[src/osr_pkg.sv]
// Package for the ODE shooting residual block.
// Holds fixed-point widths, limits, counter codes and the sequencer state type.
// Used by every module in src; depends on nothing.
`default_nettype none

package osr_pkg;

  localparam int FRAC_BITS        = 24;
  localparam int MAX_LOG2_STEPS   = 12;
  localparam int LOG2_W           = 4;
  localparam int K_W              = MAX_LOG2_STEPS + 1;
  localparam int G_W              = 40;
  localparam int C_W              = 33;
  localparam int NUM_W            = 53;
  localparam int DIVIDEND_W       = 40;
  localparam int ACC_W            = 52;
  localparam int MUL_A_W          = 40;
  localparam int MUL_B_W          = 33;
  localparam int MUL_P_W          = MUL_A_W + MUL_B_W;
  localparam int MUL_SPLIT        = 20;
  localparam int RADICAND_W       = 64;
  localparam int ROOT_W           = 32;

  localparam logic [LOG2_W-1:0] LOG2_STEPS_RESET = 4'd11;
  localparam logic [LOG2_W-1:0] LOG2_STEPS_MIN   = 4'd1;
  localparam logic [LOG2_W-1:0] LOG2_STEPS_MAX   = LOG2_W'(MAX_LOG2_STEPS);

  localparam logic signed [ACC_W-1:0] G_MAX = ACC_W'(64'sd549755813887);
  localparam logic signed [ACC_W-1:0] G_MIN = -ACC_W'(64'sd549755813888);

  // Coefficient being divided out during a recurrence step.
  localparam logic [1:0] COEF_C1 = 2'd0;
  localparam logic [1:0] COEF_C2 = 2'd1;
  localparam logic [1:0] COEF_C3 = 2'd2;

  // Product index: three products build the real part, three the imaginary part.
  localparam logic [2:0] PROD_RE_LAST = 3'd2;
  localparam logic [2:0] PROD_IM_LAST = 3'd5;

  typedef enum logic [3:0] {
    ST_IDLE,
    ST_INIT,
    ST_PREP,
    ST_DIV_LOAD,
    ST_DIV_WAIT,
    ST_MUL_LOAD,
    ST_MUL_WAIT,
    ST_MAG,
    ST_SQ_LOAD,
    ST_SQ_WAIT,
    ST_ROOT_LOAD,
    ST_ROOT_WAIT,
    ST_OUT
  } osr_state_t;

endpackage

`default_nettype wire

[src/osr_isqrt.sv]
// Bitwise integer square root of a 64-bit value, one root bit per cycle.
// Gives floor(sqrt(x)) after 32 iterations; depends on osr_pkg.
`default_nettype none

module osr_isqrt (
  input  wire logic                              clk,
  input  wire logic                              rst,
  input  wire logic                              start,
  input  wire logic [osr_pkg::RADICAND_W-1:0]    radicand,
  output logic                                   done,
  output logic [osr_pkg::ROOT_W-1:0]             root
);

  localparam int REM_W = osr_pkg::ROOT_W + 4;

  logic                              busy;
  logic [4:0]                        cnt;
  logic [osr_pkg::RADICAND_W-1:0]    s;
  logic [REM_W-1:0]                  rem;
  logic [osr_pkg::ROOT_W-1:0]        root_sh;
  logic [REM_W-1:0]                  rem_sh;
  logic [REM_W-1:0]                  trial;

  assign root_sh = {root[osr_pkg::ROOT_W-2:0], 1'b0};
  assign rem_sh  = {rem[REM_W-3:0], s[osr_pkg::RADICAND_W-1 -: 2]};
  assign trial   = {3'b000, root_sh, 1'b1};

  always_ff @(posedge clk) begin
    if (rst) begin
      busy <= 1'b0;
      done <= 1'b0;
      cnt  <= '0;
    end else begin
      done <= 1'b0;
      if (start) begin
        busy <= 1'b1;
        cnt  <= '0;
      end else if (busy) begin
        cnt <= cnt + 5'd1;
        if (cnt == 5'(osr_pkg::ROOT_W - 1)) begin
          busy <= 1'b0;
          done <= 1'b1;
        end
      end
    end
  end

  always_ff @(posedge clk) begin
    if (start) begin
      s    <= radicand;
      rem  <= '0;
      root <= '0;
    end else if (busy) begin
      s <= {s[osr_pkg::RADICAND_W-3:0], 2'b00};
      if (rem_sh >= trial) begin
        rem  <= rem_sh - trial;
        root <= root_sh | osr_pkg::ROOT_W'(1);
      end else begin
        rem  <= rem_sh;
        root <= root_sh;
      end
    end
  end

endmodule

`default_nettype wire

[config.mk]
export PLATFORM = sky130hd
export DESIGN_NAME = osr_isqrt
export DESIGN_NICKNAME = d
export VERILOG_FILES = /design/src/osr_pkg.sv /design/src/osr_isqrt.sv
export SDC_FILE = /design/constraint.sdc
export NUM_CORES = 1
export LEC_CHECK = 0
export ABC_AREA = 1
export BUFFER_PORTS_ARGS = -buffer_cell sky130_fd_sc_hd__buf_2
export CAP_MARGIN = 5
export CORE_MARGIN = 2
export CORE_UTILIZATION = 45
export CTS_BUF_LIST = sky130_fd_sc_hd__clkbuf_16
export DETAILED_ROUTE_END_ITERATION = 8
export SYNTH_ARGS = -nofsm -noshare
export SYNTH_HDL_FRONTEND = slang
export SYNTH_SLANG_ARGS = --single-unit
[constraint.sdc]
create_clock -name clk -period 4.8 [get_ports clk]
set_clock_uncertainty 0.1 [all_clocks]
set_input_delay 0.48 -clock clk [delete_from_list [all_inputs] [get_ports clk]]
set_output_delay 0.48 -clock clk [all_outputs]
set_load 0.01 [all_outputs]
==> reports/qor.yml <==
cts:
  cts_max_level: 4
  cts_setup_buffers: 0
  cts_tree: "built"
  cts_buffers: 17
  cts.sinks: 137
  root_buffer: "clkbuf_16"
  clkLatencyLatePin_ps: 440
  clockBufferDepth: 2
  clk_pin_slew_ps: 70
  post_cts_resize_count: 0
  cts_hold_buffers: 0
timing:
  fin_setup_tns_ps: 0
  setup_viol: 0
  post-route-min-period_ps: 3428
  drv_slew: 0
  tightest_slew_ps: 1137
  hold_violations: 0
  max_freq_ghz: 0.2917
  finalCritPeriodShare_pct: 71.42
  relSlewSlack_pct: 24.10
  rsz0062_at_grt: "no"
floorplan:
  dieWidth_um: 139.1
  die_h_um: 139.1
  die_area_um2: 19350
  pin_count: 100
  core.rowCount: 49
  start_util_pct: 45.73
  design.core.area_um2: 17960
finish:
  final_cell_mix: "488 x nand2_1, 156 x inv_1, 99 x buf_2"
  fill_cells: 1837
  area_growth_pct: 15.11
  nets: 1357
  diodes: 0
  fin_cells: 1497
  drive_gt1_share_pct: 13.80
  layout.cells.most_common: "nand2_1"
routing:
  drt_iter0_markers: 475
  finalWirelength_um: 20200
  viasPerCell: 4.898
  wire_per_inst_um: 13.49
  vias: 7332
  ant_nets: 0
  drtPass1Iterations: 5
  drc: 0
run:
  cap_violations: 0
critical_path:
  critPathLaunchType: "flip-flop"
  critPathMaxFanout: 47
  worstPathArrival_ps: 3660
  crit_type: "reg -> reg"
  crit_path_end_kind: "flip-flop"
  worstSetupStartpoint: "root[9]"
  rr_startpoint: "root[9]"
  critPathRequiredTime_ps: 5030
place:
  io_buffers: 99
  place_hpwl_um: 14490
  placed_cells: 1465
  place_congestion: 0.9549
synthesis:
  yosys_warnings: 0
  synth_cell_type_count: 37
  ys_seq_area_share_pct: 41.18
  syn_area_um2: 8215
  synthArstFlopShare_pct: 0
  synth-main-ff-cell: "dfxtp_1"
  ys_seq_elements: 137
  synth_edf_count: 64
  syn_nets: 1273
  synth_area_per_cell_um2: 7.016
  syn-instance-count: 1171
global_routing:
  grt_max_degree: 72
  grt_pass1_wl_um: 34510
  grt_usage_pct: 21.62
  antenna_found_initial: 0
  first_global_vias: 7080
  grt-ovfl-total: 0
power:
  vdd_drop_max_mv: 0.3015
  power_leakage_nw: 5.001
  p_per_area_nw_per_um2: 613.9
worst_hold_path:
  hold_path_class: "in -> reg"
  min_from: "rst"
run_status:
  status: "finished clean"
[routing by layer]
metal | GRT usage [%] | vias to the layer above | part of all wire, % | wire (um)
li1 | - | 3890 | - | -
met1 | 29.14 | 3268 | 48 | 9762
met2 | 34.33 | 144 | 45 | 9033
met3 | 4.903 | 30 | 4.6 | 929
met4 | 7.549 | 0 | 2.3 | 469
met5 | 0 | - | 0 | 0
[synthesized netlist by cell type, drive strengths merged (4+ instances only)]
master  number  area share [%]
nand2      492              23
inv        160             7.3
nand3       91             6.5
dfxtp       73              18
nor2        69             3.5
edfxtp      64              23
ha          35             5.3
a21oi       30             1.9
o22ai       30             2.3
clkbuf      28             1.3
nand4       26             2.0
buf         13             1.2
xor2        13             1.4
o21ai       12            0.73
or2         11            0.84
o211ai       4            0.37
[power by group]
part           total (mW)  leakage (nW)  switching [mW]  internal [mW]
Combinational        3.04          3.46            2.04          0.997
Clock                1.32         0.291           0.620          0.701
Sequential           1.44          1.25          0.0777           1.37
[logic make-up after synthesis]
group / synth area share, %
AND/OR/NAND/NOR: 36.35
flip-flops: 41.18
XOR/XNOR: 1.493
adder cells (fa/ha/maj): 5.330
AO/OA/AOI/OAI: 5.864
buffers and inverters: 9.778
[per-stage QoR]
stage | hold slack, ps | utilization, % | worst slack (ps) | cell area [um2] | total power [mW]
2_1_floorplan | 335.3 | - | 1585 | 8215 | 3.851
3_3_place_gp | 351.5 | 49.33 | 1431 | 8862 | 4.471
3_5_place_dp | 361.7 | 49.33 | 1381 | 8862 | 4.474
4_1_cts | 105.4 | 52.64 | 1366 | 9457 | 5.815
5_1_grt | 123.1 | 52.64 | 999.1 | 9457 | 6.340
6_report | 118.4 | 52.64 | 1372 | 9457 | 5.805
[final cells by class]
type / count / area, um2 / area share (%)
Multi-Input combinational cell: 833 / 4029 / 42.60
Sequential cell: 137 / 3385 / 35.79
Inverter: 160 / 601.8 / 6.364
Timing Repair Buffer: 106 / 560.5 / 5.927
Clock buffer: 17 / 425.4 / 4.499
Tap cell: 229 / 286.5 / 3.030
Clock inverter: 15 / 168.9 / 1.786
[worst max-delay path, stage by stage (launching register included)]
cell and delay (ps):
dfxtp_1 320, inv_1 70, ha_1 360, nand2_1 120, inv_1 60, a21oi_1 250
nand2_1 110, nand2_1 100, nand3_2 90, nand3_2 380, nand2_2 660, or2_2 540
nand3_1 80, nand2_1 60
[flip-flops by register name, summed over array words and instances (netlist names)]
register / flops
s: 64
rem: 34
root: 32
cnt: 5
busy: 1
done: 1
[worst paths after layout]
path	cells past startpoint	end	slack (ps)
worst max-delay path	13	rem[27]	1370
worst max register to register	13	rem[27]	1370
worst min register to register	2	cnt[4]	370
worst min-delay path	2	busy	120
(Power assumes the default switching activity.)
