$ cat config.mk
export PLATFORM = sky130hd
export DESIGN_NAME = osr_multiplier
export DESIGN_NICKNAME = d
export VERILOG_FILES = /design/src/osr_pkg.sv /design/src/osr_multiplier.sv
export SDC_FILE = /design/constraint.sdc
export NUM_CORES = 2
export LEC_CHECK = 0
export ABC_AREA = 0
export BUFFER_PORTS_ARGS = -buffer_cell sky130_fd_sc_hd__buf_4
export CAP_MARGIN = 15
export CORE_ASPECT_RATIO = 0.5
export CORE_MARGIN = 1
export CORE_UTILIZATION = 65
export DETAILED_ROUTE_END_ITERATION = 8
export PLACE_DENSITY = 0.84
export SYNTH_ARGS = -nofsm -noshare
export SYNTH_HDL_FRONTEND = slang
export SYNTH_SLANG_ARGS = --single-unit
export TNS_END_PERCENT = 5
$ cat constraint.sdc
create_clock -name clk -period 13.1 [get_ports clk]
set_input_delay 0.655 -clock clk [delete_from_list [all_inputs] [get_ports clk]]
set_output_delay 0.655 -clock clk [all_outputs]
set_load 0.03 [all_outputs]
$ cat src/osr_pkg.sv
// Package for the ODE shooting residual block.
// Holds fixed-point widths, limits, counter codes and the sequencer state type.
// Used by every module in src; depends on nothing.
`default_nettype none

package osr_pkg;

  localparam int FRAC_BITS        = 24;
  localparam int MAX_LOG2_STEPS   = 12;
  localparam int LOG2_W           = 4;
  localparam int K_W              = MAX_LOG2_STEPS + 1;
  localparam int G_W              = 40;
  localparam int C_W              = 33;
  localparam int NUM_W            = 53;
  localparam int DIVIDEND_W       = 40;
  localparam int ACC_W            = 52;
  localparam int MUL_A_W          = 40;
  localparam int MUL_B_W          = 33;
  localparam int MUL_P_W          = MUL_A_W + MUL_B_W;
  localparam int MUL_SPLIT        = 20;
  localparam int RADICAND_W       = 64;
  localparam int ROOT_W           = 32;

  localparam logic [LOG2_W-1:0] LOG2_STEPS_RESET = 4'd11;
  localparam logic [LOG2_W-1:0] LOG2_STEPS_MIN   = 4'd1;
  localparam logic [LOG2_W-1:0] LOG2_STEPS_MAX   = LOG2_W'(MAX_LOG2_STEPS);

  localparam logic signed [ACC_W-1:0] G_MAX = ACC_W'(64'sd549755813887);
  localparam logic signed [ACC_W-1:0] G_MIN = -ACC_W'(64'sd549755813888);

  // Coefficient being divided out during a recurrence step.
  localparam logic [1:0] COEF_C1 = 2'd0;
  localparam logic [1:0] COEF_C2 = 2'd1;
  localparam logic [1:0] COEF_C3 = 2'd2;

  // Product index: three products build the real part, three the imaginary part.
  localparam logic [2:0] PROD_RE_LAST = 3'd2;
  localparam logic [2:0] PROD_IM_LAST = 3'd5;

  typedef enum logic [3:0] {
    ST_IDLE,
    ST_INIT,
    ST_PREP,
    ST_DIV_LOAD,
    ST_DIV_WAIT,
    ST_MUL_LOAD,
    ST_MUL_WAIT,
    ST_MAG,
    ST_SQ_LOAD,
    ST_SQ_WAIT,
    ST_ROOT_LOAD,
    ST_ROOT_WAIT,
    ST_OUT
  } osr_state_t;

endpackage

`default_nettype wire

$ cat src/osr_multiplier.sv
// Unsigned 40 x 33 multiplier built from one 20 x 33 array used twice.
// Registers the low partial product, then adds the high; uses osr_pkg.
`default_nettype none

module osr_multiplier (
  input  wire logic                           clk,
  input  wire logic                           rst,
  input  wire logic                           start,
  input  wire logic [osr_pkg::MUL_A_W-1:0]    a,
  input  wire logic [osr_pkg::MUL_B_W-1:0]    b,
  output logic                                done,
  output logic [osr_pkg::MUL_P_W-1:0]         product
);

  localparam int PP_W = osr_pkg::MUL_SPLIT + osr_pkg::MUL_B_W;

  logic                            busy;
  logic                            hi_phase;
  logic [osr_pkg::MUL_A_W-1:0]     a_r;
  logic [osr_pkg::MUL_B_W-1:0]     b_r;
  logic [PP_W-1:0]                 part;
  logic [osr_pkg::MUL_SPLIT-1:0]   opnd;
  logic [PP_W-1:0]                 pp;

  assign opnd = hi_phase ? a_r[osr_pkg::MUL_A_W-1:osr_pkg::MUL_SPLIT]
                         : a_r[osr_pkg::MUL_SPLIT-1:0];
  assign pp   = PP_W'(opnd) * PP_W'(b_r);

  always_ff @(posedge clk) begin
    if (rst) begin
      busy     <= 1'b0;
      hi_phase <= 1'b0;
      done     <= 1'b0;
    end else begin
      done <= 1'b0;
      if (start) begin
        busy     <= 1'b1;
        hi_phase <= 1'b0;
      end else if (busy) begin
        hi_phase <= 1'b1;
        if (hi_phase) begin
          busy <= 1'b0;
          done <= 1'b1;
        end
      end
    end
  end

  always_ff @(posedge clk) begin
    if (start) begin
      a_r <= a;
      b_r <= b;
    end else if (busy) begin
      if (!hi_phase) begin
        part <= pp;
      end else begin
        product <= {pp, {osr_pkg::MUL_SPLIT{1'b0}}} + osr_pkg::MUL_P_W'(part);
      end
    end
  end

endmodule

`default_nettype wire

==> impl_metrics.ini <==
[logic_synthesis]
synthTopCellsByArea = fa_1 37%, edfxtp_1 20%, ha_1 8.2%, inv_1 7.5%, and2_1 6.8%
yosysTopAreaCellShare = 0.370
synth_edf_count = 199
async_flop_share = 0
syn_area_per_cell_um2 = 9.83
synthCells = 3057
synth_seq_cells = 202
synthXorXnorAreaFrac = 0.0285
synth_fp_nets = 3884
synth_top_family_by_area = adder cells
synthAdderAreaFrac = 0.451
ys_dominant_reg_cell = edfxtp_1
synth_cell_types = 75
synth_compound_area_frac = 0.0579
syn_area_um2 = 30000
synthSimpleGateAreaFrac = 0.157
yosysWarningCount = 0
yosys-mux-area-fraction = 0.00783
synth_seq_area_share = 0.201
synth_area_leader_cell = fa_1

[setup_path]
crit_arrival_ns = 11.10
critPathRequiredTime_ns = 13.37
critPathKind = reg -> reg
crit_path_start_kind = register
reg2reg_slack_ns = 2.27
reg2reg_from = hi_phase
r2r-end = product[72]
end_kind = register
cp_common_cell = fa_1
crit_path_top_delay_cell = mux2_2
critPathMaxStageDelay_ns = 0.60
r2r_cells = 36
crit_fanout = 33

[timing]
fin_crit_sh = 0.827
final.setup_skew_ns = 0.0399
fin_crit_ns = 10.83
worst_pin_slew_ns = 1.18
final_max_slew_viol_count = 0
max_freq_mhz = 92.3
grt_setup_unrepaired = no
relSlewSlack = 0.213
finalSetupTns_ns = 0
setup_viol = 0
finalHoldViolations = 0

[route]
drc = 0
drt_iter0_markers = 2037
via_per_inst = 5.91
drt_first_pass_iters = 5
post_drt_wl_per_cell_um = 21.3
vias = 21800
postRouteAntennaNets = 0
wl_um = 78700

[floorplanning]
num_io_pins = 150
die_h_um = 154
core_um2 = 45400
rows = 55
floorplan.initialDensity = 0.662
dieArea_um2 = 47100
die_w_um = 306

[min_path]
hp-class = in -> reg
hp-start = b[3]
min_to = b_r[3]
hold_path_depth = 1

[clocking]
htreeDepth = 1
postCtsSetupRepairBufs = 0
insertion_delay_ns = 0.57
clkTransAtPathRegs_ns = 0.07
root_buffer = clkbuf_16
numCtsBuffers = 21
cts_buffer_depth = 3
cts.sinks = 202
cts_hold_buf = 0
cts_tree = built
ctsResizeCount = 0

[place]
routabilityCongestion = 1.02
io_buffers = 149
dp_hpwl_um = 60700

[global_routing]
grt_usage = 0.345
grt_pass1_vias = 22900
antenna_found_initial = 0
grt_max_degree = 75
grt_overflow = 0
grt_pass1_wl_um = 124000

[run]
cap_violations = 0

[cells_and_area]
layout_common_cells = 600 x inv_1, 555 x fa_1, 432 x nand2_1
nets = 3906
antenna_cells = 0
final_common_cell = inv_1
nFillCells = 3333
drive_gt1_frac = 0.0756
synthToLayoutAreaGrowth_pct = 6.73

[status]
status = completed
[state kept, by name, indices dropped and copies added, names as in the netlist]
signal and count:
a_r 40, b_r 33, busy 1, done 1, hi_phase 1, part 53
product 73
[cells by family (layout without fill, tap and decap cells)]
logic type / count (synthesis) / after routing
compound gates: 273 / 273
xor+xnor: 96 / 96
fa+ha+maj: 751 / 751
buf+inv: 761 / 798
flops: 202 / 202
mux: 21 / 21
simple gates: 953 / 953
[synthesized netlist by cell type, types with 8 or more instances]
master	number
nand4_1	32
nand2b_1	8
o21ai_0	58
a21oi_1	106
a21o_1	20
mux2_2	20
clkbuf_1	141
nand2_1	432
ha_1	196
o21bai_1	14
and2_1	328
buf_2	17
edfxtp_1	199
nand3_1	28
nor3_1	16
nor2_1	66
inv_1	600
xnor2_1	67
fa_1	555
and3_1	9
a31oi_1	9
xor2_1	27
[layer usage]
layer / GRT usage / routed length (um) / vias up / share of wire
met1: 0.489 / 32100 / 10900 / 0.41
met4: 0.0960 / 2300 / 2 / 0.029
li1: - / - / 9450 / -
met3: 0.0973 / 9540 / 191 / 0.12
met5: 0 / 37 / - / 0.00047
met2: 0.525 / 34700 / 1328 / 0.44
[worst max-delay path: cells and delay by family, from the launching register on]
kind | cells | cell delay [ns]
fa+ha+maj | 9 | 4.16
simple gates | 8 | 2.25
compound gates | 9 | 1.76
mux | 1 | 0.60
xor+xnor | 2 | 0.60
flops | 1 | 0.58
buf+inv | 7 | 0.52
[stage by stage]
| stage | utilization | setup WS (ns) | cell area, um^2 | instances | hold WS (ns) |
|---|---|---|---|---|---|
| final | 0.706 | 2.27 | 32100 | 3692 | 0.256 |
| after detailed placement | 0.691 | 2.08 | 31400 | 3653 | 0.405 |
| after CTS | 0.705 | 1.98 | 32000 | 3691 | 0.238 |
| after global placement | 0.691 | 2.20 | 31400 | 3653 | 0.402 |
| after global routing | 0.706 | 1.73 | 32100 | 3692 | 0.240 |
| after floorplan | - | 3.61 | 30000 | 3057 | 0.400 |
[layout make-up]
| cell class | count | area, um^2 | area share |
|---|---|---|---|
| Timing Repair Buffer | 160 | 1220 | 0.0381 |
| Inverter | 600 | 2250 | 0.0702 |
| Multi-Input combinational cell | 2094 | 21100 | 0.659 |
| Clock buffer | 24 | 537 | 0.0167 |
| Tap cell | 598 | 748 | 0.0233 |
| Clock inverter | 14 | 140 | 0.00437 |
| Sequential cell | 202 | 6040 | 0.188 |
[how the worst max path moves through the flow]
stage | startpoint | end | slack [ns] | cells past startpoint
2_1_floorplan | hi_phase | product[70] | 3.61 | 38
3_3_place_gp | hi_phase | product[70] | 2.20 | 32
3_5_place_dp | hi_phase | product[70] | 2.08 | 35
4_1_cts | hi_phase | product[72] | 1.98 | 35
5_1_grt | hi_phase | product[72] | 1.73 | 32
6_report | hi_phase | product[72] | 2.27 | 36
Power is left out: the tool's default activity adds up to more than one toggle a clock period on the data nets, which glitch-free logic cannot reach.
