--- src/osr_pkg.sv ---
// Package for the ODE shooting residual block.
// Holds fixed-point widths, limits, counter codes and the sequencer state type.
// Used by every module in src; depends on nothing.
`default_nettype none

package osr_pkg;

  localparam int FRAC_BITS        = 24;
  localparam int MAX_LOG2_STEPS   = 12;
  localparam int LOG2_W           = 4;
  localparam int K_W              = MAX_LOG2_STEPS + 1;
  localparam int G_W              = 40;
  localparam int C_W              = 33;
  localparam int NUM_W            = 53;
  localparam int DIVIDEND_W       = 40;
  localparam int ACC_W            = 52;
  localparam int MUL_A_W          = 40;
  localparam int MUL_B_W          = 33;
  localparam int MUL_P_W          = MUL_A_W + MUL_B_W;
  localparam int MUL_SPLIT        = 20;
  localparam int RADICAND_W       = 64;
  localparam int ROOT_W           = 32;

  localparam logic [LOG2_W-1:0] LOG2_STEPS_RESET = 4'd11;
  localparam logic [LOG2_W-1:0] LOG2_STEPS_MIN   = 4'd1;
  localparam logic [LOG2_W-1:0] LOG2_STEPS_MAX   = LOG2_W'(MAX_LOG2_STEPS);

  localparam logic signed [ACC_W-1:0] G_MAX = ACC_W'(64'sd549755813887);
  localparam logic signed [ACC_W-1:0] G_MIN = -ACC_W'(64'sd549755813888);

  // Coefficient being divided out during a recurrence step.
  localparam logic [1:0] COEF_C1 = 2'd0;
  localparam logic [1:0] COEF_C2 = 2'd1;
  localparam logic [1:0] COEF_C3 = 2'd2;

  // Product index: three products build the real part, three the imaginary part.
  localparam logic [2:0] PROD_RE_LAST = 3'd2;
  localparam logic [2:0] PROD_IM_LAST = 3'd5;

  typedef enum logic [3:0] {
    ST_IDLE,
    ST_INIT,
    ST_PREP,
    ST_DIV_LOAD,
    ST_DIV_WAIT,
    ST_MUL_LOAD,
    ST_MUL_WAIT,
    ST_MAG,
    ST_SQ_LOAD,
    ST_SQ_WAIT,
    ST_ROOT_LOAD,
    ST_ROOT_WAIT,
    ST_OUT
  } osr_state_t;

endpackage

`default_nettype wire

--- src/osr_divider.sv ---
// Restoring unsigned divider, one quotient bit per cycle.
// Divides a 40-bit dividend by a 13-bit divisor; depends on osr_pkg.
`default_nettype none

module osr_divider (
  input  wire logic                              clk,
  input  wire logic                              rst,
  input  wire logic                              start,
  input  wire logic [osr_pkg::DIVIDEND_W-1:0]    dividend,
  input  wire logic [osr_pkg::K_W-1:0]           divisor,
  output logic                                   done,
  output logic [osr_pkg::DIVIDEND_W-1:0]         quotient
);

  logic                              busy;
  logic [5:0]                        cnt;
  logic [osr_pkg::DIVIDEND_W-1:0]    q;
  logic [osr_pkg::K_W-1:0]           rem;
  logic [osr_pkg::K_W-1:0]           d;
  logic [osr_pkg::K_W:0]             rem_sh;

  assign rem_sh   = {rem, q[osr_pkg::DIVIDEND_W-1]};
  assign quotient = q;

  always_ff @(posedge clk) begin
    if (rst) begin
      busy <= 1'b0;
      done <= 1'b0;
      cnt  <= '0;
    end else begin
      done <= 1'b0;
      if (start) begin
        busy <= 1'b1;
        cnt  <= '0;
      end else if (busy) begin
        cnt <= cnt + 6'd1;
        if (cnt == 6'(osr_pkg::DIVIDEND_W - 1)) begin
          busy <= 1'b0;
          done <= 1'b1;
        end
      end
    end
  end

  always_ff @(posedge clk) begin
    if (start) begin
      q   <= dividend;
      rem <= '0;
      d   <= divisor;
    end else if (busy) begin
      if (rem_sh >= {1'b0, d}) begin
        rem <= osr_pkg::K_W'(rem_sh - {1'b0, d});
        q   <= {q[osr_pkg::DIVIDEND_W-2:0], 1'b1};
      end else begin
        rem <= rem_sh[osr_pkg::K_W-1:0];
        q   <= {q[osr_pkg::DIVIDEND_W-2:0], 1'b0};
      end
    end
  end

endmodule

`default_nettype wire

--- config.mk ---
export PLATFORM = sky130hd
export DESIGN_NAME = osr_divider
export DESIGN_NICKNAME = d
export VERILOG_FILES = /design/src/osr_pkg.sv /design/src/osr_divider.sv
export SDC_FILE = /design/constraint.sdc
export NUM_CORES = 1
export LEC_CHECK = 0
export ABC_AREA = 1
export ABC_CLOCK_PERIOD_IN_PS = 4100
export BUFFER_PORTS_ARGS = -buffer_cell sky130_fd_sc_hd__buf_4
export CAP_MARGIN = 0
export CORE_MARGIN = 3
export CORE_UTILIZATION = 25
export DETAILED_ROUTE_END_ITERATION = 12
export PLACE_DENSITY = 0.54
export REMOVE_ABC_BUFFERS = 1
export SYNTH_ARGS = -nofsm -noshare
export SYNTH_HDL_FRONTEND = slang
export SYNTH_SLANG_ARGS = --single-unit
export TNS_END_PERCENT = 10
--- constraint.sdc ---
create_clock -name clk -period 4.1 [get_ports clk]
set_input_delay 0.41 -clock clk [delete_from_list [all_inputs] [get_ports clk]]
set_output_delay 0.41 -clock clk [all_outputs]
set_load 0.005 [all_outputs]
==> out/results.ini, run 1 <==
[drt]
drt-wirelength-per-cell_um = 12.6
drt_iter0_markers = 191
drt-pass1-iter-count = 4
routed_wl_um = 10100
drc = 0
vias_per_cell = 4.30
ant_nets = 0
vias = 3447

[global_routing]
grt_max_degree = 58
grtUsageMet3_pct = 4.11
grt_pass1_wl_um = 16900
grt_overflow_total = 0
top_usage_layer = met2
grt_antenna_before_repair = 0
grt_pass1_vias = 3535
grt_usage_pct = 11.8
gr-usage-met2_pct = 18.1
met1_usage_pct = 15.1

[die]
core-area_um2 = 15400
die_width_um = 132
ios = 97
die_height_um = 132
rows = 45
dieArea_um2 = 17500
start_util_pct = 25.9

[setup_path]
cp.required_ps = 4340
r2r_start = quotient[39]$_DFFE_PP_
critical_path_class = register to register
end_kind = register
start_kind = register
ff2ff_path_depth = 13
reg2reg_to = rem[4]$_SDFFE_PP0P_
arrival_ps = 2600
reg2reg_slack_ps = 1740
path_max_fanout = 15

[timing]
timing.fmax_mhz = 423
setup_tns_ps = 0
clock_skew_ps = 8.67
finalMaxSlewViolations = 0
tightest_slew_ps = 859
finalCritPeriodShare_pct = 57.6
min_period_ps = 2360
grt_setup_unrepaired = false
setup_violations = 0
relSlewSlack_pct = 42.5
hold_viol_final = 0

[synth]
syn-instance-count = 492
synth.area.top_cells = edfxtp_1 40%, nand2_1 20%, dfxtp_1 11%
async_flop_share_pct = 0
synth_top_cell_by_area = edfxtp_1
synth_cell_type_count = 30
synth_edf_count = 53
synth.top_cell.area_share_pct = 39.8
synth-seq-cells = 74
ys.warnings.count = 0
syn_area_per_cell_um2 = 8.12
synth_top_flop_cell = edfxtp_1
yosysSeqAreaShare_pct = 50.3
syn_area_um2 = 4000

[worst_hold_path]
min_to = d[11]$_DFFE_PP_
hold_path_class = input port to register
min_delay_path_depth = 1
min-delay-start = divisor[11]

[clock_network]
clockRootBuffer = clkbuf_16
hold_buffers = 0
clk_latency_ps = 330
cts_tree = yes
ctsResizeCount = 0
cts_sinks = 74
clockBufferDepth = 2
clk_pin_slew_ps = 60
cts_max_level = 3
numCtsBuffers = 9
post-cts-setup-buffers = 0

[placement]
io_buffer_count = 96
gp_congestion = 0.902
dp_hpwl_um = 7810
place_inst = 786

[power]
power_mw = 1.97
leakage_nw = 2.56
ir_worst_vdd_uv = 229
power_density_nw_per_um2 = 377

[final_layout]
layout_common_cells = 214 x nand2_1, 98 x buf_4, 67 x inv_1
nets = 657
num-fill-cells = 1664
area_growth_pct = 30.7
num_antenna_cells = 0
regArea_um2 = 2010
mostFrequentLayoutCell = nand2_1
final_util_pct = 33.9
multi_input_area_um2 = 1640
fin_cells = 802
drive_gt1_share_pct = 22.8

[outcome]
status = finished, final reports clean

[flow_run]
cap_violations = 0

[cells in the mapped netlist, types with 4 or more instances]
cell type / instances
edfxtp_1: 53
nand2_1: 214
a21oi_1: 6
nand3_2: 6
ha_1: 14
nand3_1: 25
dfxtp_1: 21
o21ai_0: 4
inv_2: 4
nand4_1: 17
clkbuf_1: 10
buf_2: 4
nor2_1: 16
inv_1: 68
nor3_1: 4
[flip-flops by register name (all words and copies together) (netlist names)]
name	cells
quotient	40
done	1
d	13
rem	13
busy	1
cnt	6
[cells by family (layout without fill, tap and decap cells)]
kind of cell | Yosys count | in the layout | synth area share [%]
DFF | 74 | 74 | 50.3
xor gates and xnor gates | 5 | 5 | 1.10
buffers and inverters | 87 | 186 | 8.70
adders and majority gates | 15 | 15 | 4.88
AOI/OAI and AO/OA | 15 | 15 | 2.29
and+or+nand+nor | 296 | 296 | 32.7
[critical path, stage by stage (launching register included)]
cell	delay, ps
edfxtp_1	380
inv_1	90
ha_1	140
inv_1	60
fa_1	440
nand2_1	100
nand2_1	80
nand3_1	70
nand2_1	110
nand2_4	190
nand3_4	240
nand2_1	130
nand3_1	100
o21ai_1	130
[layer usage]
layer	up-vias	part of all wire, %
met5	-	0
met4	0	2.2
met3	16	8.8
met2	122	44
met1	1559	45
li1	1750	-
[report_power, final]
group / internal (mW) / switching (mW)
Clock: 0.505 / 0.294
Combinational: 0.127 / 0.140
Sequential: 0.870 / 0.0334
[layout make-up]
type                    instances  area share [%]
flip-flops and latches         74            38.5
inverters                      72            5.17
clock inverters                 5            1.01
well taps                     211            5.05
repair buffers                 98            14.1
clock buffers                  11            4.86
multi-input cells             331            31.3
[worst max-delay path by stage]
stage,cells after the start,endpoint,start,slack (ps)
after global routing,13,rem[6]$_SDFFE_PP0P_,quotient[39]$_DFFE_PP_,1530
after global placement,4,quotient[12]$_DFFE_PP_,start,1670
after floorplan,12,quotient[0]$_DFFE_PP_,quotient[39]$_DFFE_PP_,2020
after detailed placement,4,quotient[10]$_DFFE_PP_,start,1630
after CTS,13,rem[4]$_SDFFE_PP0P_,quotient[39]$_DFFE_PP_,1720
final,13,rem[4]$_SDFFE_PP0P_,quotient[39]$_DFFE_PP_,1740
[through the flow]
stage / hold slack [ps] / area, µm² / setup slack (ps)
6_report: 252 / 5230 / 1740
5_1_grt: 239 / 5230 / 1530
4_1_cts: 236 / 5230 / 1720
3_5_place_dp: 472 / 4920 / 1630
3_3_place_gp: 461 / 4920 / 1670
2_1_floorplan: 443 / 3920 / 2020
Note: power is estimated with default switching activity, not from simulation.
==> inputs of run 2 (changes only) <==
- ABC_CLOCK_PERIOD_IN_PS: 4100 -> 2000
- PLACE_DENSITY: 0.54 -> 0.56
- clock period: 4.1 -> 2 ns (I/O delays scaled with it)
==> out/results.ini, run 2 (same netlist as run 1, synthesis figures left out) <==
[global_routing]
grt_usage_pct = 11.9  ; +0.16 points
grt_pass1_vias = 3586  ; +1.4%
grt_max_degree = 55  ; -5.2%
grt_antenna_before_repair = 0  ; unchanged
grt_pass1_wl_um = 17200  ; +1.4%
grt_overflow_total = 0  ; unchanged

[final_layout]
nets = 678  ; +3.2%
largest_reg_flops = 40  ; unchanged
area_growth_pct = 36.9
layout_common_cells = 210 x nand2_1, 112 x buf_4, 65 x inv_1
drive_gt1_share_pct = 26.8  ; +4.0 points
final_area_um2 = 5470  ; +4.7%
num-fill-cells = 1636  ; -1.7%
mostFrequentLayoutCell = nand2_1
num_antenna_cells = 0  ; unchanged

[power]
ir_worst_vdd_uv = 416  ; +82%
leakage_nw = 2.67  ; +4.6%
power_density_nw_per_um2 = 756  ; +100%
power_mw = 4.13  ; +110%

[timing]
fin_ws_ps = -2.36  ; -1740 ps
tightest_slew_ps = 598  ; -261 ps
hold_viol_final = 0  ; unchanged
min_period_ps = 2000  ; -359 ps
relSlewSlack_pct = 60.1  ; +18 points
setup_violations = 1  ; +1
clock_skew_ps = 6.88  ; -1.79 ps
finalCritPeriodShare_pct = 100  ; +43 points
finalMaxSlewViolations = 0  ; unchanged
timing.fmax_mhz = 499  ; +18%
grt_setup_unrepaired = true

[clock_network]
clockBufferDepth = 2  ; unchanged
cts_sinks = 74  ; unchanged
clockRootBuffer = clkbuf_16
numCtsBuffers = 9  ; unchanged
hold_buffers = 0  ; unchanged
cts_tree = yes
cts_max_level = 3  ; unchanged
clk_latency_ps = 330  ; about the same
clk_pin_slew_ps = 60  ; about the same

[flow_run]
cap_violations = 0  ; unchanged

[drt]
drt-pass1-iter-count = 4  ; unchanged
vias_per_cell = 4.31  ; +0.30%
drc = 0  ; unchanged
drt-wirelength-per-cell_um = 12.7  ; +0.13%
routed_wl_um = 10400  ; +2.8%
dr.max_layer_used = met4
wl_met1_um = 4530  ; -0.64%
ant_nets = 0  ; unchanged
vias = 3548  ; +2.9%
met3_length_um = 880  ; -1.0%
route.met2.wl_um = 4800  ; +7.6%
drt_iter0_markers = 163  ; -15%

[setup_path]
end_kind = register
cp.required_ps = 2280  ; -2060 ps
start_kind = register
arrival_ps = 2280  ; -320 ps
reg2reg_slack_ps = -2  ; -1740 ps
critPathLaunch = quotient[39]$_DFFE_PP_
path_max_fanout = 8  ; -7
reg2reg_to = rem[7]$_SDFFE_PP0P_
ff2ff_path_depth = 14  ; +1
critical_path_class = register to register
r2r_start = quotient[39]$_DFFE_PP_

[worst_hold_path]
min-delay-start = divisor[4]
min_to = d[4]$_DFFE_PP_
min_delay_path_depth = 1  ; unchanged
hold_path_class = input port to register

[placement]
placed_cell_area_um2 = 5030  ; +2.3%
io_buffer_count = 96  ; unchanged
dp_hpwl_um = 7450  ; -4.6%
gp_congestion = 0.937  ; +3.8%

[die]
ios = 97  ; unchanged
dieArea_um2 = 17500  ; unchanged
die_width_um = 132  ; unchanged
die_height_um = 132  ; unchanged
core-area_um2 = 15400  ; unchanged
start_util_pct = 25.9  ; unchanged
rows = 45  ; unchanged

[outcome]
violations = setup timing
status = finished with violations

==> run 2: cell count changes in the layout (fill, tap and decap cells not counted), sizes merged <==
cell	previous run	this run
clkbuf	11	9
nand3	33	34
bufinv	1	2
clkinv	4	5
buf	98	118
==> run 2: layout make-up <==
| cell class | count | area [µm²] | share of cell area [%] |
|---|---|---|---|
| timing repair buffer | 118 | 912 | 16.7 |
| multi-input combinational | 332 | 1700 | 31.1 |
| inverter | 72 | 270 | 4.94 |
| clock buffer | 9 | 225 | 4.12 |
| sequential | 74 | 2010 | 36.8 |
| tap | 211 | 264 | 4.83 |
| clock inverter | 7 | 83.8 | 1.53 |
==> run 2: power by group <==
group          total, mW  internal, mW  switching, mW
combinational      0.589         0.288          0.300
clock               1.70          1.08          0.620
sequential          1.85          1.78         0.0668
==> run 2: repair_timing <==
item                                    in CTS  in global routing
setup buffers                                5                  0
pin swaps                                    1                  8
resized for setup                            4                 18
cloned                                       1                  0
endpoints found under the setup margin      14                 14
==> run 2: worst max-delay path, cell delays in order, from the launching register on <==
cell and delay (ps):
edfxtp_1 400, inv_2 90, ha_4 120, inv_2 40, fa_2 370, nand2_2 80
nand2_2 60, nand3_2 80, nand2_4 70, nand2_4 100, nand3_4 180, buf_6 170
nand3_2 50, nand3_1 70, nand2_1 70
==> run 2: metal layers <==
| layer | vias up | global-route usage [%] |
|---|---|---|
| met5 | - | 0 |
| met4 | 0 | 4.56 |
| met3 | 17 | 4.64 |
| met2 | 129 | 18.8 |
| met1 | 1600 | 14.8 |
| li1 | 1802 | - |
==> run 2: per-stage QoR <==
stage | hold slack, ps | setup TNS, ps | utilization [%] | cells | worst slack (ps)
floorplan | 299 | -100 | - | 477 | -76.6
global placement | 380 | -96.2 | 32.6 | 801 | -35.8
detailed placement | 380 | -714 | 32.6 | 801 | -106
CTS | 24.3 | 0 | 35.0 | 823 | 6.32
global route | 24.4 | -788 | 35.5 | 823 | -91.4
finish | 41.8 | -2.36 | 35.5 | 823 | -2.36
==> run 2: worst max path at each step <==
stage / end / slack, ps / cells past startpoint
2_1_floorplan: quotient[0]$_DFFE_PP_ / -80 / 12
3_3_place_gp: rem[11]$_SDFFE_PP0P_ / -40 / 14
3_5_place_dp: rem[7]$_SDFFE_PP0P_ / -110 / 14
4_1_cts: rem[7]$_SDFFE_PP0P_ / 6 / 14
5_1_grt: rem[12]$_SDFFE_PP0P_ / -90 / 14
6_report: rem[7]$_SDFFE_PP0P_ / -2 / 14
==> inputs of run 3 (changes only) <==
- ABC_AREA: 1 -> unset
- CAP_MARGIN: 0 -> 15
==> out/results.ini, run 3 <==
[setup_path]
critPathLaunch = quotient[39]$_DFFE_PP_
end_kind = register
critical_path_class = register to register
cp.required_ps = 2080  ; -200 ps
reg2reg_to = quotient[0]$_DFFE_PP_
path_max_fanout = 8  ; unchanged
r2r_start = quotient[39]$_DFFE_PP_
start_kind = register
arrival_ps = 2510  ; +230 ps
reg2reg_slack_ps = -430  ; -430 ps
ff2ff_path_depth = 9  ; -5

[synth]
synth_top_flop_cell = edfxtp_1
yosysSeqAreaShare_pct = 53.3  ; +3.0 points
ys.warnings.count = 0  ; unchanged
syn_area_per_cell_um2 = 12.5  ; +54%
synth.top_cell.area_share_pct = 42.2  ; +2.4 points
syn-instance-count = 302  ; -39%
yosys.cell_count.top_type = edfxtp_1
synth_cell_type_count = 54  ; +80%
synth_edf_count = 53  ; unchanged
synth_top_cell_by_area = edfxtp_1
yosys-top-cells-count = 53 x edfxtp_1, 40 x mux2_2, 26 x nor2_1
syn_area_um2 = 3770  ; -5.6%
async_flop_share_pct = 0  ; unchanged
synth-seq-cells = 74  ; unchanged
synth.area.top_cells = edfxtp_1 42%, mux2_2 12%, dfxtp_1 11%

[timing]
hold_viol_final = 0  ; unchanged
min_period_ps = 2430  ; +425 ps
fin_ws_ps = -427  ; -425 ps
tightest_slew_ps = 609  ; +10.8 ps
setup_tns_ps = -4960  ; -4960 ps
finalCritPeriodShare_pct = 121  ; +21 points
grt_setup_unrepaired = true
clock_skew_ps = 9.52  ; +2.65 ps
timing.fmax_mhz = 412  ; -18%
finalMaxSlewViolations = 0  ; unchanged
relSlewSlack_pct = 59.3  ; -0.87 points
setup_violations = 14  ; +13

[clock_network]
cts_max_level = 3  ; unchanged
cts_sinks = 74  ; unchanged
clockRootBuffer = clkbuf_16
cts_tree = yes
clk_pin_slew_ps = 50  ; about the same
clockBufferDepth = 2  ; unchanged
clk_latency_ps = 340  ; about the same
numCtsBuffers = 9  ; unchanged
hold_buffers = 0  ; unchanged

[final_layout]
largest_reg_flops = 40  ; unchanged
final_util_pct = 37.2  ; +1.8 points
num-fill-cells = 1459  ; -11%
drive_gt1_share_pct = 50.8  ; +24 points
mostFrequentLayoutCell = buf_4
layout_common_cells = 149 x buf_4, 53 x edfxtp_1, 39 x mux2_2
num_antenna_cells = 0  ; unchanged
final_area_um2 = 5450  ; -0.32%
area_growth_pct = 44.5
nets = 526  ; -22%

[drt]
vias_per_cell = 4.48  ; +4.0%
vias = 2883  ; -19%
ant_nets = 0  ; unchanged
drt-wirelength-per-cell_um = 14.1  ; +11%
routed_wl_um = 9040  ; -13%
drc = 0  ; unchanged
drt-pass1-iter-count = 4  ; unchanged
drt_iter0_markers = 135  ; -17%

[die]
die_height_um = 129  ; -2.7%
ios = 97  ; unchanged
core-area_um2 = 14600  ; -5.1%
start_util_pct = 25.8  ; -0.14 points
dieArea_um2 = 16600  ; -5.3%
rows = 44  ; -2.2%
die_width_um = 129  ; -2.7%

[global_routing]
grt_max_degree = 46  ; -16%
grt_overflow_total = 0  ; unchanged
grt_pass1_vias = 3047  ; -15%
grt_pass1_wl_um = 14800  ; -14%
grt_usage_pct = 11.3  ; -0.62 points
grt_antenna_before_repair = 0  ; unchanged

[worst_hold_path]
min_delay_path_depth = 2  ; +1
min-delay-start = rst
min_to = busy$_SDFF_PP0_
hold_path_class = input port to register

[power]
ir_worst_vdd_uv = 391  ; -5.9%
leakage_nw = 2.29  ; -14%
power_mw = 4.53  ; +9.6%
power_density_nw_per_um2 = 831  ; +9.9%

[placement]
placed_cell_area_um2 = 5070  ; +0.70%
dp_hpwl_um = 6560  ; -12%
gp_congestion = 0.801  ; -15%
io_buffer_count = 96  ; unchanged

[flow_run]
cap_violations = 0  ; unchanged

[outcome]
violations = setup timing
status = finished with violations

==> run 3: cell count changes after synthesis, moves of 5 or more <==
cell	before	now
nand2_1	214	13
inv_1	68	19
mux2_2	0	40
nand3_1	25	4
nand4_1	17	4
nor2_1	16	26
mux2i_1	0	9
a211oi_1	0	7
nand3_2	6	1
o21ai_1	2	7
==> run 3: report_power, final <==
part	internal [mW]	switching (mW)	total (mW)
logic	0.558	0.421	0.978
clock network	1.08	0.605	1.68
registers	1.80	0.0655	1.87
==> run 3: cells by family (layout without fill, tap and decap cells) <==
family / after synthesis / count (layout) / synth area share (%)
adders and majority gates: 15 / 15 / 5.17
and+or+nand+nor: 64 / 64 / 8.32
DFF: 74 / 74 / 53.3
AOI/OAI and AO/OA: 59 / 60 / 12.3
buffers and inverters: 31 / 187 / 4.24
xor gates and xnor gates: 10 / 10 / 2.32
muxes: 49 / 49 / 14.3
==> run 3: worst max-delay path, stage by stage, from the launching register on <==
cell      delay [ps]
edfxtp_1         380
inv_1             70
ha_2             180
inv_2             40
fa_2             340
a211oi_2         260
o21ai_1          150
a31oi_4          240
o211ai_4         180
mux2_4           320
==> run 3: worst max-delay path by stage <==
stage	cells past startpoint	end
detailed placement	11	rem[9]$_SDFFE_PP0P_
floorplan	9	quotient[0]$_DFFE_PP_
finish	9	quotient[0]$_DFFE_PP_
global route	11	rem[7]$_SDFFE_PP0P_
global placement	9	quotient[0]$_DFFE_PP_
CTS	9	quotient[0]$_DFFE_PP_
==> run 3: cell type report <==
| class | count | area (µm²) | area share [%] |
|---|---|---|---|
| clock buffers | 11 | 233 | 4.27 |
| clock inverters | 4 | 68.8 | 1.26 |
| inverters | 19 | 71.3 | 1.31 |
| multi-input cells | 198 | 1660 | 30.4 |
| flip-flops and latches | 74 | 2010 | 36.9 |
| well taps | 184 | 230 | 4.22 |
| repair buffers | 153 | 1180 | 21.7 |
==> run 3: per-stage QoR <==
step	hold WS (ps)	setup WS, ps	std cells
finish	29.9	-427	643
global route	17.7	-541	643
CTS	16.4	-469	643
detailed placement	373	-572	624
global placement	376	-486	624
floorplan	265	-476	290
==> run 3: routing by layer <==
layer	up-vias	routed length, µm	track usage (%)
li1	1426	-	-
met1	1373	3980	13.7
met2	68	4310	17.8
met3	16	528	3.82
met4	0	221	5.99
met5	-	0	0
==> run 3: what timing repair did <==
| item | in CTS | in global routing |
|---|---|---|
| endpoints found under the setup margin | 14 | 14 |
| endpoints found under the hold margin | 0 | 0 |
| setup buffers | 3 | 0 |
| pin swaps | 7 | 0 |
| gates resized for setup | 5 | 6 |
| gates cloned | 1 | 0 |
